===== config.mk =====
export PLATFORM = sky130hd
export DESIGN_NAME = phx4_round
export DESIGN_NICKNAME = d
export VERILOG_FILES = /design/src/sv/phx4_pkg.sv /design/src/sv/phx4_round.sv
export SDC_FILE = /design/constraint.sdc
export NUM_CORES = 2
export LEC_CHECK = 0
export BUFFER_PORTS_ARGS = -buffer_cell sky130_fd_sc_hd__buf_2
export CAP_MARGIN = 20
export CORE_MARGIN = 1
export CORE_UTILIZATION = 45
export CTS_BUF_LIST = sky130_fd_sc_hd__clkbuf_4 sky130_fd_sc_hd__clkbuf_8 sky130_fd_sc_hd__clkbuf_16
export DETAILED_ROUTE_END_ITERATION = 8
export PLACE_DENSITY = 0.76
export REMOVE_ABC_BUFFERS = 1
export SYNTH_ARGS = -nofsm -noshare
export SYNTH_HDL_FRONTEND = slang
export SYNTH_SLANG_ARGS = --single-unit

===== constraint.sdc =====
create_clock -name clk -period 3.65 [get_ports clk]
set_clock_uncertainty 0.1 [all_clocks]
set_input_delay 0.365 -clock clk [delete_from_list [all_inputs] [get_ports clk]]
set_output_delay 0.365 -clock clk [all_outputs]
set_load 0.02 [all_outputs]

===== src/sv/phx4_pkg.sv =====
// Shared types, constants and helpers of the Philox4x32 random generator.
package phx4_pkg;

    localparam int unsigned ROUND_COUNT = 10;
    localparam int unsigned WORD_W      = 32;
    localparam int unsigned CFG_INDEX_W = 1;

    typedef logic [WORD_W-1:0]   word_t;
    typedef logic [2*WORD_W-1:0] prod_t;

    localparam word_t MUL_A  = 32'hD2511F53;
    localparam word_t MUL_B  = 32'hCD9E8D57;
    localparam word_t WEYL_A = 32'h9E3779B9;
    localparam word_t WEYL_B = 32'hBB67AE85;

    typedef enum logic [CFG_INDEX_W-1:0] {
        REG_KEY_WORD0 = 1'b0,
        REG_KEY_WORD1 = 1'b1
    } cfg_reg_t;

    // Four counter/state words of one block.
    typedef struct packed {
        word_t w0;
        word_t w1;
        word_t w2;
        word_t w3;
    } block_t;

    // Key pair used by one round.
    typedef struct packed {
        word_t k0;
        word_t k1;
    } key_t;

    // Offset of the key schedule at a given round: step * round, mod 2^32.
    function automatic word_t weyl_offset(input word_t step, input int unsigned round_idx);
        prod_t prod;
        prod = prod_t'(step) * prod_t'(round_idx);
        return prod[WORD_W-1:0];
    endfunction

endpackage


===== src/sv/phx4_round.sv =====
// One registered Philox round: two 32x32 products, word shuffle and key mix.
module phx4_round
    import phx4_pkg::*;
(
    input  logic   clk,
    input  logic   rst_n,
    input  logic   in_valid,
    output logic   in_ready,
    input  block_t in_block,
    input  key_t   round_key,
    output logic   out_valid,
    input  logic   out_ready,
    output block_t out_block
);

    logic   valid_reg;
    logic   valid_next;
    block_t block_reg;
    block_t block_next;
    prod_t  prod_a;
    prod_t  prod_b;
    logic   load;

    assign in_ready = !valid_reg || out_ready;
    assign load     = in_valid && in_ready;

    always_comb
    begin
        prod_a = prod_t'(MUL_A) * prod_t'(in_block.w0);
        prod_b = prod_t'(MUL_B) * prod_t'(in_block.w2);
        block_next.w0 = prod_b[2*WORD_W-1:WORD_W] ^ in_block.w1 ^ round_key.k0;
        block_next.w1 = prod_b[WORD_W-1:0];
        block_next.w2 = prod_a[2*WORD_W-1:WORD_W] ^ in_block.w3 ^ round_key.k1;
        block_next.w3 = prod_a[WORD_W-1:0];
        valid_next    = in_ready ? in_valid : valid_reg;
    end

    always_ff @(posedge clk or negedge rst_n)
    begin
        if (!rst_n)
        begin
            valid_reg <= 1'b0;
        end
        else
        begin
            valid_reg <= valid_next;
        end
    end

    // Payload holds unless a new beat loads.
    always_ff @(posedge clk)
    begin
        if (load)
        begin
            block_reg <= block_next;
        end
    end

    assign out_valid = valid_reg;
    assign out_block = block_reg;

endmodule

# After elaboration in Yosys (flattened, before gate mapping)
# Index checks and enable logic that the tools add are counted.
[totals]
word_cells = 14
ff_bits = 129
out_inout_bits = 130
[classes]
mul = 2
bitwise_logic = 4
reduce_logical = 3
[op_table]
columns = ["op", "n"]
rows = [
  ["multiplier 32 x 32 -> 64 bit (first input constant)", 2],
  ["bitwise XOR 32 bit", 4],
  ["logical AND 1 bit", 1],
  ["zero test 1 bit", 1],
  ["logical OR 1 bit", 1],
]

# Longest topological paths before layout
[logic_depth]
depth_word = 3
mapped_depth = 29
ltp_nobuf = 28

# Worst setup path before layout
# OpenSTA, ideal clock, no wires.
[synth_timing]
kind = "in2reg"
startpoint = "in in_block[101] (netlist bit)"
endpoint = "reg block_reg, in the netlist out_block[56], data pin"
path_slack_ps = -3537
setup_time_ps = 260
arrival_ps = 6827
cell_stages = 26
required_time_ps = 3290
path_cell_list = "inv_1 > fa_1 > inv_1 > fa_1 > fa_1 > inv_1 > fa_1 > inv_1 > fa_1 > inv_1 > fa_1 > inv_1 > fa_1 > fa_1 > ha_1 > and4_1 > a31o_2 > a21oi_1 > a211oi_4 > a41oi_4 > o21ai_2 > a221oi_2 > o31a_4 > o21ba_4 > o21ai_2 > xnor2_1"
[synth_rtl]
columns = ["item", "line", "rtl"]
rows = [
  ["start, declared", "phx4_round.sv:9", "input block_t in_block,"],
  ["end signal, assigned", "phx4_round.sv:55", "block_reg <= block_next;"],
  ["end, declared", "phx4_round.sv:18", "block_t block_reg;"],
]

==> impl_metrics.json <==
{
  "place_worst_setup_slack_ns": -4.279,
  "cp_top_family": "adder cells",
  "grt-ovfl-total": 0,
  "violations": "negative setup slack",
  "r2r_end": "out_block[11]$_DFFE_PP_",
  "routed_wl_um": 133000,
  "synth_area_mm2": 0.04115,
  "required_ns": 3.81,
  "cp_slowest_cell": "fa_2",
  "syn_avg_cell_area_um2": 10.37,
  "critPathCaptureType": "register",
  "ys_seq_area_share_pct": 9.402,
  "layout_common_cells": "1168 x inv_1, 875 x buf_4, 751 x fa_1, 716 x ha_1, 301 x buf_2",
  "clock_insertion_delay_worst_skew_ns": 0.50,
  "reg2reg_from": "out_valid$_DFFE_PN0N_",
  "core_mm2": 0.09029,
  "r2r_slack_ns": 1.74,
  "clockBufferDepth": 2,
  "grt_pass1_wl_um": 204300,
  "fin_crit_sh_pct": 192.6,
  "yosysWarnings": 0,
  "slowest_delay_ns": 0.56,
  "setup_viol": 112,
  "synthCells": 3966,
  "crit_arrival_ns": 7.19,
  "firstDrtPassIters": 7,
  "async_flop_share_pct": 0.7752,
  "drive_above_1_share_pct": 34.61,
  "groute.usage.overall_pct": 29.12,
  "layout_commonest_cell": "inv_1",
  "synthToLayoutAreaGrowth_pct": 35.37,
  "cts_root_buffer": "clkbuf_16",
  "numPortBuffers": 325,
  "ys.flop_type": "edfxtp_1",
  "setup_ws_ns": -3.381,
  "clk_pin_slew_worst_paths_ns": 0.07,
  "vias": 32880,
  "n_fill_cell": 6887,
  "cts_htree_levels": 4,
  "hold_path_class": "in -> async",
  "synth.distinct_cells": 74,
  "grt_setup_unrepaired": "yes",
  "ios": 326,
  "antenna_found_initial": 8,
  "cts_buffers": 17,
  "tightest_slew_ns": 0.8630,
  "fin_nets": 7053,
  "dpl_cell_area_mm2": 0.05078,
  "avgRoutedWirePerCell_um": 20.66,
  "die_w_um": 304.4,
  "die_h_um": 304.4,
  "crit_top_cell": "fa_1",
  "stdcell_area_mm2": 0.05570,
  "synth-edff-count": 128,
  "ant_nets": 0,
  "drv_slew": 0,
  "rows": 110,
  "place.gp.congestion": 1.038,
  "grt_max_degree": 77,
  "start_kind": "primary input",
  "cp_num_buf_inv": 8,
  "drc": 0,
  "crit_type": "in -> reg",
  "crit_fanout": 3,
  "final_core_util_pct": 61.69,
  "ys_seq_elements": 129,
  "relSlewSlack_pct": 42.05,
  "grt_pass1_vias": 36540,
  "numClockSinks": 129,
  "die_area_mm2": 0.09265,
  "viasPerCell": 5.107,
  "drtIter0Drc": 1906,
  "status": "finished with violations",
  "clock.fmax_mhz": 142.2,
  "period_needed_ns": 7.031,
  "start_util_pct": 45.57,
  "hold_violations": 0,
  "hpwl_um": 112700,
  "cap_violations": 0,
  "ff2ff_path_depth": 3,
  "cts_tree": "yes"
}
## cell usage after synthesis (all sizes together) (4+ instances only)
cell type  number  share of area [%]
a211oi         13               0.28
a21o           64                1.2
a21oi         148                1.8
a221o           4               0.10
a221oi          8               0.24
a31o            5               0.11
a31oi          16               0.27
a41oi           5               0.17
and2            6              0.091
and3           17               0.26
and4            4              0.085
buf             5              0.061
clkbuf         33               0.30
edfxtp        128                9.3
fa            805                 39
ha            804                 24
inv          1237                 11
nand2          91               0.83
nand2b         13               0.20
nand3          26               0.32
nand4          24               0.36
nor2           65               0.59
nor2b           8               0.12
nor3           13               0.16
o2111ai         4              0.085
o21a            7               0.13
o21ai          82                1.1
o21bai         23               0.42
o31ai           6               0.12
or2            12               0.18
xnor2         204                4.3
xor2           48                1.0
## cell families (layout without fill, tap and decap cells)
logic type      count (synthesis)  count (layout)  share of synthesized area, %
compound gates                408             408                         6.495
other cells                     0               1                             0
buf+inv                      1275            2570                         11.65
flops                         129             129                         9.402
mux                             2               2                       0.04866
fa+ha+maj                    1609            1609                         63.62
simple gates                  291             291                         3.424
xor+xnor                      252             252                         5.364
## area by class of cell
cell class	count	area [um2]	share of cell area, %
well taps	1176	1471	2.642
inverters	1237	4656	8.358
flip-flops and latches	129	3869	6.946
multi-input cells	2562	35530	63.78
diodes	1	2.502	0.004493
repair buffers	1301	9570	17.18
clock inverters	15	180.2	0.3235
clock buffers	17	425.4	0.7637
## routing by layer
layer / up-vias / GRT usage, % / share of wire (%)
met2: 1228 / 50.78 / 50
met4: 6 / 14.59 / 5.8
met1: 16430 / 34.76 / 38
li1: 14830 / - / -
met3: 382 / 4.645 / 6.5
met5: - / 0 / 0.026
## through the flow
step / cells / hold WS, ns / setup TNS (ns)
2_1_floorplan: 3928 / -0.03059 / -367.84
3_3_place_gp: 6316 / 0.04170 / -363.17
3_5_place_dp: 6316 / 0.04177 / -370.00
4_1_cts: 6406 / 0.02516 / -268.29
5_1_grt: 6438 / 0.06430 / -297.15
6_report: 6438 / 0.07243 / -285.30
## flip-flops by register name, summed over array words and instances, names as in the netlist
name and flops:
out_block 128, out_valid 1
## worst max-delay path by stage
| stage | startpoint | endpoint | slack (ns) | depth (start not counted) |
|---|---|---|---|---|
| 2_1_floorplan | in_block[101] | out_block[56]$_DFFE_PP_ | -3.54 | 26 |
| 3_3_place_gp | in_block[38] | out_block[125]$_DFFE_PP_ | -4.16 | 27 |
| 3_5_place_dp | in_block[37] | out_block[127]$_DFFE_PP_ | -4.28 | 25 |
| 4_1_cts | in_block[103] | out_block[56]$_DFFE_PP_ | -3.29 | 27 |
| 5_1_grt | in_block[103] | out_block[62]$_DFFE_PP_ | -3.49 | 28 |
| 6_report | in_block[103] | out_block[62]$_DFFE_PP_ | -3.38 | 28 |
## what timing repair did
action	in CTS	in global routing
setup buffers	77	40
pin swaps	319	110
hold buffers	2	0
resized for setup	627	159
setup endpoints to repair	113	115
hold endpoints to repair	2	0
Power is not shown: default switching activity piles up to over one toggle a cycle in this logic, so the estimate is an artifact.
