## config.mk

```make
export PLATFORM = sky130hd
export DESIGN_NAME = phx4_key_regs
export DESIGN_NICKNAME = d
export VERILOG_FILES = /design/src/sv/phx4_pkg.sv /design/src/sv/phx4_key_regs.sv
export SDC_FILE = /design/constraint.sdc
export NUM_CORES = 1
export LEC_CHECK = 0
export BUFFER_PORTS_ARGS = -buffer_cell sky130_fd_sc_hd__buf_4
export CORE_MARGIN = 10
export CORE_UTILIZATION = 45
export CTS_CLUSTER_SIZE = 30
export DETAILED_ROUTE_END_ITERATION = 16
export PLACE_DENSITY = 0.76
export SLEW_MARGIN = 15
export SYNTH_ARGS = -nofsm -noshare
export SYNTH_HDL_FRONTEND = slang
export SYNTH_SLANG_ARGS = --single-unit
export TNS_END_PERCENT = 10
```

## constraint.sdc

```tcl
create_clock -name clk -period 1.5 [get_ports clk]
set_input_delay 0.075 -clock clk [delete_from_list [all_inputs] [get_ports clk]]
set_output_delay 0.075 -clock clk [all_outputs]
set_load 0.02 [all_outputs]
```

## src/sv/phx4_pkg.sv

```systemverilog
// Shared types, constants and helpers of the Philox4x32 random generator.
package phx4_pkg;

    localparam int unsigned ROUND_COUNT = 10;
    localparam int unsigned WORD_W      = 32;
    localparam int unsigned CFG_INDEX_W = 1;

    typedef logic [WORD_W-1:0]   word_t;
    typedef logic [2*WORD_W-1:0] prod_t;

    localparam word_t MUL_A  = 32'hD2511F53;
    localparam word_t MUL_B  = 32'hCD9E8D57;
    localparam word_t WEYL_A = 32'h9E3779B9;
    localparam word_t WEYL_B = 32'hBB67AE85;

    typedef enum logic [CFG_INDEX_W-1:0] {
        REG_KEY_WORD0 = 1'b0,
        REG_KEY_WORD1 = 1'b1
    } cfg_reg_t;

    // Four counter/state words of one block.
    typedef struct packed {
        word_t w0;
        word_t w1;
        word_t w2;
        word_t w3;
    } block_t;

    // Key pair used by one round.
    typedef struct packed {
        word_t k0;
        word_t k1;
    } key_t;

    // Offset of the key schedule at a given round: step * round, mod 2^32.
    function automatic word_t weyl_offset(input word_t step, input int unsigned round_idx);
        prod_t prod;
        prod = prod_t'(step) * prod_t'(round_idx);
        return prod[WORD_W-1:0];
    endfunction

endpackage

```

## src/sv/phx4_key_regs.sv

```systemverilog
// Key configuration registers of the Philox4x32 generator.
module phx4_key_regs
    import phx4_pkg::*;
(
    input  logic                   clk,
    input  logic                   rst_n,
    input  logic                   cfg_write,
    input  logic [CFG_INDEX_W-1:0] cfg_index,
    input  word_t                  cfg_data,
    output key_t                   key
);

    key_t key_reg;
    key_t key_next;

    always_comb
    begin
        key_next = key_reg;
        if (cfg_write)
        begin
            case (cfg_reg_t'(cfg_index))
                REG_KEY_WORD0: key_next.k0 = cfg_data;
                REG_KEY_WORD1: key_next.k1 = cfg_data;
                default:       key_next    = key_reg;
            endcase
        end
    end

    always_ff @(posedge clk or negedge rst_n)
    begin
        if (!rst_n)
        begin
            key_reg <= '0;
        end
        else
        begin
            key_reg <= key_next;
        end
    end

    assign key = key_reg;

endmodule

```

# After elaboration in Yosys (flattened, before gate mapping)
# Cells that the tools add are included.
# op_classes
add_sub_neg	0
mul	0
div	0
magnitude_cmp	0
eq_ne	0
n_shift	0
mux	0
bitwise_logic	1
reduce_logical	2
# ops
operator	n
$reduce_and A2 Y1	2
$not A1 Y1	1
# totals
regBits	64
latchBits	0
ram_bits	0
romBits	0
input_bits	36
mem_count	0

# Longest topological paths before layout
# Gate-level depths: netlist of the first run.
# logic_depth
word_depth	2
depth_mapped	4
mapped_depth_nobuf	2

# Worst setup path after synthesis of the first run
# OpenSTA, ideal clock, no wires.
# synth_timing
path_type	input port to flip-flop
startpoint	in cfg_write
endpoint	reg key_reg (netlist bit key[32])
setup_time_ns	0.125
arrival_ns	0.808
required_ns	1.375
path_slack_ns	0.567
cell_stages	4
path_buffers	2
cell_sequence	nor2b_1 -> buf_6 -> buf_8 -> mux2_2
# synth_via
elab_chain_len	1
# synth_rtl
element	line_no	rtl
from (decl)	phx4_key_regs.sv:7	input logic cfg_write,
$reduce_and A2 Y1 (no line)	-	
to (signal assigned)	phx4_key_regs.sv:37	key_reg <= key_next;
to (decl)	phx4_key_regs.sv:13	key_t key_reg;
# No other way between the ends.
# A chain may end at the register's enable or synchronous reset.

# Final worst setup path of the first run
# layout_timing
startpoint	reg key_reg (netlist bit key[51])
endpoint	out key[51] (netlist bit)
# layout_rtl
element	line_no	rtl
to (decl)	phx4_key_regs.sv:10	output key_t key
# No word-level cell between the ends.

==> results of run 1 <==
==> power by group <==
group          total (uW)  internal (uW)  switching [uW]
logic                1310            673             632
clock network        1460            855             607
registers            2120           1980             136
total                4890           3510            1370
==> routing by layer <==
layer	GRT usage [%]	part of all wire, %	vias up
li1	-	-	758
met3	7.51	14	5
met2	22.0	45	76
met5	0	0	-
met1	17.6	40	816
met4	5.01	0.54	0
==> cells by family after synthesis <==
logic type,after synthesis,synth area share (%)
buffers and inverters,7,2.63
flip-flops,64,66.0
AND/OR/NAND/NOR,2,0.413
multiplexers,64,30.9
==> placed cells by master, fill, tap and decap left out, drive strengths merged <==
master       instances
mux2                64
bufinv               1
buf                102
clkinv               2
clkbuf              13
dlygate4sd3         33
nor2b                1
nand2                1
dfrtp               64
==> worst paths after layout <==
kind	from	end	slack (ns)	cells past startpoint
max in group asynchronous	rst_n	key[25]	0.77	3
min in group clk	cfg_index	key[36]	0.30	4
worst min register to register	key[8]	key[8]	0.51	1
worst max register to register	key[16]	key[16]	0.72	1
worst max-delay path	key[51]	key[51]	0.54	1
worst min-delay path	rst_n	key[42]	0.21	2
==> through the flow <==
step / cells / util, % / hold WS, ns / setup WS [ns]
6_report: 351 / 73.3 / 0.215 / 0.544
5_1_grt: 351 / 73.3 / 0.242 / 0.504
4_1_cts: 351 / 73.3 / 0.207 / 0.524
3_5_place_dp: 302 / 63.0 / 0.0158 / 0.443
3_3_place_gp: 302 / 63.0 / 0.0135 / 0.472
2_1_floorplan: 137 / - / -0.221 / 0.567
==> cell type report <==
type	instances	area [sq um]	share of cell area (%)
tap	70	87.6	2.31
multi-input combinational	66	768	20.3
clock inverter	3	40.0	1.06
sequential	64	1600	42.3
timing repair buffer	135	1130	29.9
clock buffer	13	159	4.19
==> flow_summary.ini, run 1 <==
[pwr]
power_uw = 4890
p_per_area_nw_per_um2 = 1290
power.leakage_uw = 0.00179
peakVddDrop_uv = 688

[synth]
synth_edf_count = 0
synth_cell_types = 8
synth.avg_cell_area_sq_um = 17.7
ys_ff_latch = 64
yosys-top-cells-count = dfrtp_1, mux2_2, mux2_4, buf_2, buf_6
synth_top_area_share_pct = 66.0
seq_area_frac_synth_pct = 66.0
yosysMostFrequentCell = dfrtp_1
synthCells = 137
synth_area_leader_cell = dfrtp_1
synth_warnings = 0
synth.area.top_cells = dfrtp_1, mux2_2, mux2_4
ys_async_sr_fraction_pct = 100
synth_nets = 173
yosys_most_used_dff = dfrtp_1
syn_area_sq_um = 2430

[clock_network]
cts_resized = 0
cts.htree.levels = 3
cts_inserted_buffers = 9
cts_tree = yes
clk-insertion-delay-late_ns = 0.32
hold_buffers = 33
cts_buffer_depth = 2
root_buffer = clkbuf_8
postCtsSetupRepairBufs = 0
clk_pin_slew_ns = 0.07
cts.sinks = 64

[critical_path]
slowest_delay_ns = 0.39
cp.required_ns = 1.42
critical_path_arrival_ns = 0.88
worst_path_max_delay_cell = dfrtp_1
endpoint_kind = output port
worstPathCellList = buf_4
critPathTopFamily = flip-flops
cp_max_fo = 2
crit_type = reg2out
worstSetupStartpointType = register
worst-path-buf-inv = 1

[sta]
slew_viol_final = 0
fmax_mhz = 1050
hold_viol = 0
fin_tns_setup_ns = 0
period_needed_ns = 0.956
tightest_slew_ns = 0.360
slew_headroom_pct = 76.0
period_share_pct = 63.7
rsz0062_at_grt = false
clock_skew_ns = 0
setup_violations = 0

[layout]
fillers = 348
drive_above_1_share_pct = 64.4
fin_nets = 312
syn2layout_area_growth_pct = 56.2
largest_reg_flops = 64
postLayoutCellArea_sq_um = 3790
diodes = 0

[placement]
place_congestion = 0.717
dpl_cell_area_sq_um = 3260
portBuffers = 99
hpwlAfterDp_mm = 4.19

[die]
dieArea_sq_um = 8730
core_sq_um = 5170
num_rows = 26
die_height_um = 93.4
ios = 100
die-width_um = 93.4
start_util_pct = 46.9

[global_routing]
grt-ovfl-total = 0
antenna_found_initial = 0
grt_first_pass_wirelength_mm = 10.1
grt_max_degree = 39
grt_pass1_vias = 1914
grt_use_total_pct = 14.6

[detailed_routing]
avgViaCountPerCell = 4.72
routed_wl_mm = 6.16
ant_nets = 0
drc = 0
vias = 1655
drtIter0Drc = 49
post_drt_wl_per_cell_um = 17.5
first_pass_iters = 2

[run_status]
outcome = finished, final reports clean

[job]
maxCapViolations = 0

[hold_path]
worstHoldPathType = in2async
No activity file was read; power rests on OpenSTA's default activity.
==> run 2, diff against run 1 <==
- clock period: 1.5 -> 0.9 ns (I/O delays scaled with it)
==> flow_summary.ini, run 2 (synthesis gave the netlist of run 1 again) <==
[die]
die_height_um = 93.4
ios = 100
die-width_um = 93.4
core_sq_um = 5170
num_rows = 26
start_util_pct = 46.9
dieArea_sq_um = 8730

[detailed_routing]
first_pass_iters = 4
vias = 1720
drc = 0
drtIter0Drc = 27
ant_nets = 0
routed_wl_mm = 6.76
post_drt_wl_per_cell_um = 18.7
avgViaCountPerCell = 4.75

[clock_network]
cts_buffer_depth = 2
cts_tree = yes
clk-insertion-delay-late_ns = 0.32
clk_pin_slew_ns = 0.07
cts.sinks = 64
root_buffer = clkbuf_8
cts_inserted_buffers = 9
cts.htree.levels = 3

[pwr]
combPwrFrac_pct = 30.2
power.leakage_uw = 0.00192
power_uw = 8470
peakVddDrop_uv = 1210
cell_internal_pwr_uw = 6040
sw_frac_of_total_pct = 28.7
p_per_area_nw_per_um2 = 2060
clkPwrFrac_pct = 27.1
power_frac_seq_pct = 42.7
p_sw_uw = 2440

[layout]
drive_above_1_share_pct = 65.4
layout_common_cells = dfrtp_1, buf_6, mux2_2, buf_4, dlygate4sd3_1
final_util_pct = 79.5
syn2layout_area_growth_pct = 69.6
fin_nets = 323
postLayoutCellArea_sq_um = 4110
largest_reg_flops = 64
diodes = 0

[global_routing]
grt-ovfl-total = 0
grt_first_pass_wirelength_mm = 10.9
grt_pass1_vias = 2026
grt_use_total_pct = 16.1
antenna_found_initial = 0
grt_max_degree = 32

[critical_path]
worst-path-buf-inv = 1
worstPathCellList = buf_6
cp.required_ns = 0.85
crit_type = reg2out
critPathTopFamily = flip-flops
critical_path_arrival_ns = 0.88
crit-reg2reg-launch = key[37]
cp_max_fo = 2
cp-startpoint = key[32]
slowest_delay_ns = 0.41
endpoint_kind = output port
worstSetupStartpointType = register
worst_path_max_delay_cell = dfrtp_1

[sta]
slew_viol_final = 0
clock_skew_ns = 0
whs_ns = 0.103
period_share_pct = 102
period_needed_ns = 0.920
setup_slack_ns = -0.0204
slew_headroom_pct = 87.3
setup_violations = 35
fmax_mhz = 1090
rsz0062_at_grt = true
tightest_slew_ns = 0.191
hold_viol = 0

[job]
maxCapViolations = 0

[placement]
portBuffers = 99
place_congestion = 0.707
dpl_cell_area_sq_um = 3300
place_ws_ns = -0.109
hpwlAfterDp_mm = 4.54

[run_status]
violations = setup timing
outcome = finished, violations left

[hold_path]
worstHoldPathType = in2async
[run 2: cell types whose count changed in the layout (fill, tap and decap cells not counted), sizes merged]
cell    before  now
buf        102  113
clkinv       2    3
clkbuf      13   12
[run 2: power by group through the flow]
stage / Clock (uW) / Sequential [uW] / Combinational, uW
final: 2290 / 3620 / 2560
after global placement: 0 / 3560 / 2080
after global routing: 2490 / 3670 / 2710
after detailed placement: 0 / 3580 / 2120
after floorplan: 0 / 4090 / 513
after CTS: 2350 / 3610 / 2550
[run 2: per-layer routing]
| metal | routed length, um | GRT usage [%] |
|---|---|---|
| met5 | 0 | 0 |
| met2 | 3370 | 25.7 |
| met3 | 690 | 7.11 |
| met4 | 74 | 6.68 |
| met1 | 2630 | 18.3 |
[run 2: final timing paths]
| check | to | slack (ns) | cells after the start |
|---|---|---|---|
| max | key[32] | -0.02 | 1 |
| min | key[10] | 0.10 | 2 |
| max reg2reg | key[37] | -0.01 | 2 |
| min reg2reg | key[4] | 0.53 | 1 |
| max in group asynchronous | key[35] | 0.39 | 3 |
| min in group clk | key[63] | 0.24 | 4 |
[run 2: metrics by stage]
step           TNS, ns  instances
2_1_floorplan        0        137
3_3_place_gp     -4.54        306
3_5_place_dp     -4.95        306
4_1_cts          -1.12        360
5_1_grt          -2.40        362
6_report        -0.239        362
[run 2: worst reg2reg max path, stage by stage, from the launching register on]
cell     delay, ns
dfrtp_1       0.39
buf_4         0.14
mux2_4        0.26
[run 2: repair_timing]
item / in CTS / in global routing
endpoints found under the setup margin: 64 / 69
hold buffers: 33 / 0
buffers inserted: 5 / 2
hold endpoints to repair: 128 / 0
gates resized for setup: 65 / 1
[run 2: cell type report]
type / count / area, sq um
Sequential cell: 64 / 1600
Timing Repair Buffer: 146 / 1470
Fill cell: 283 / 1060
Multi-Input combinational cell: 66 / 776
Clock buffer: 12 / 135
Tap cell: 70 / 87.6
Clock inverter: 4 / 45.0
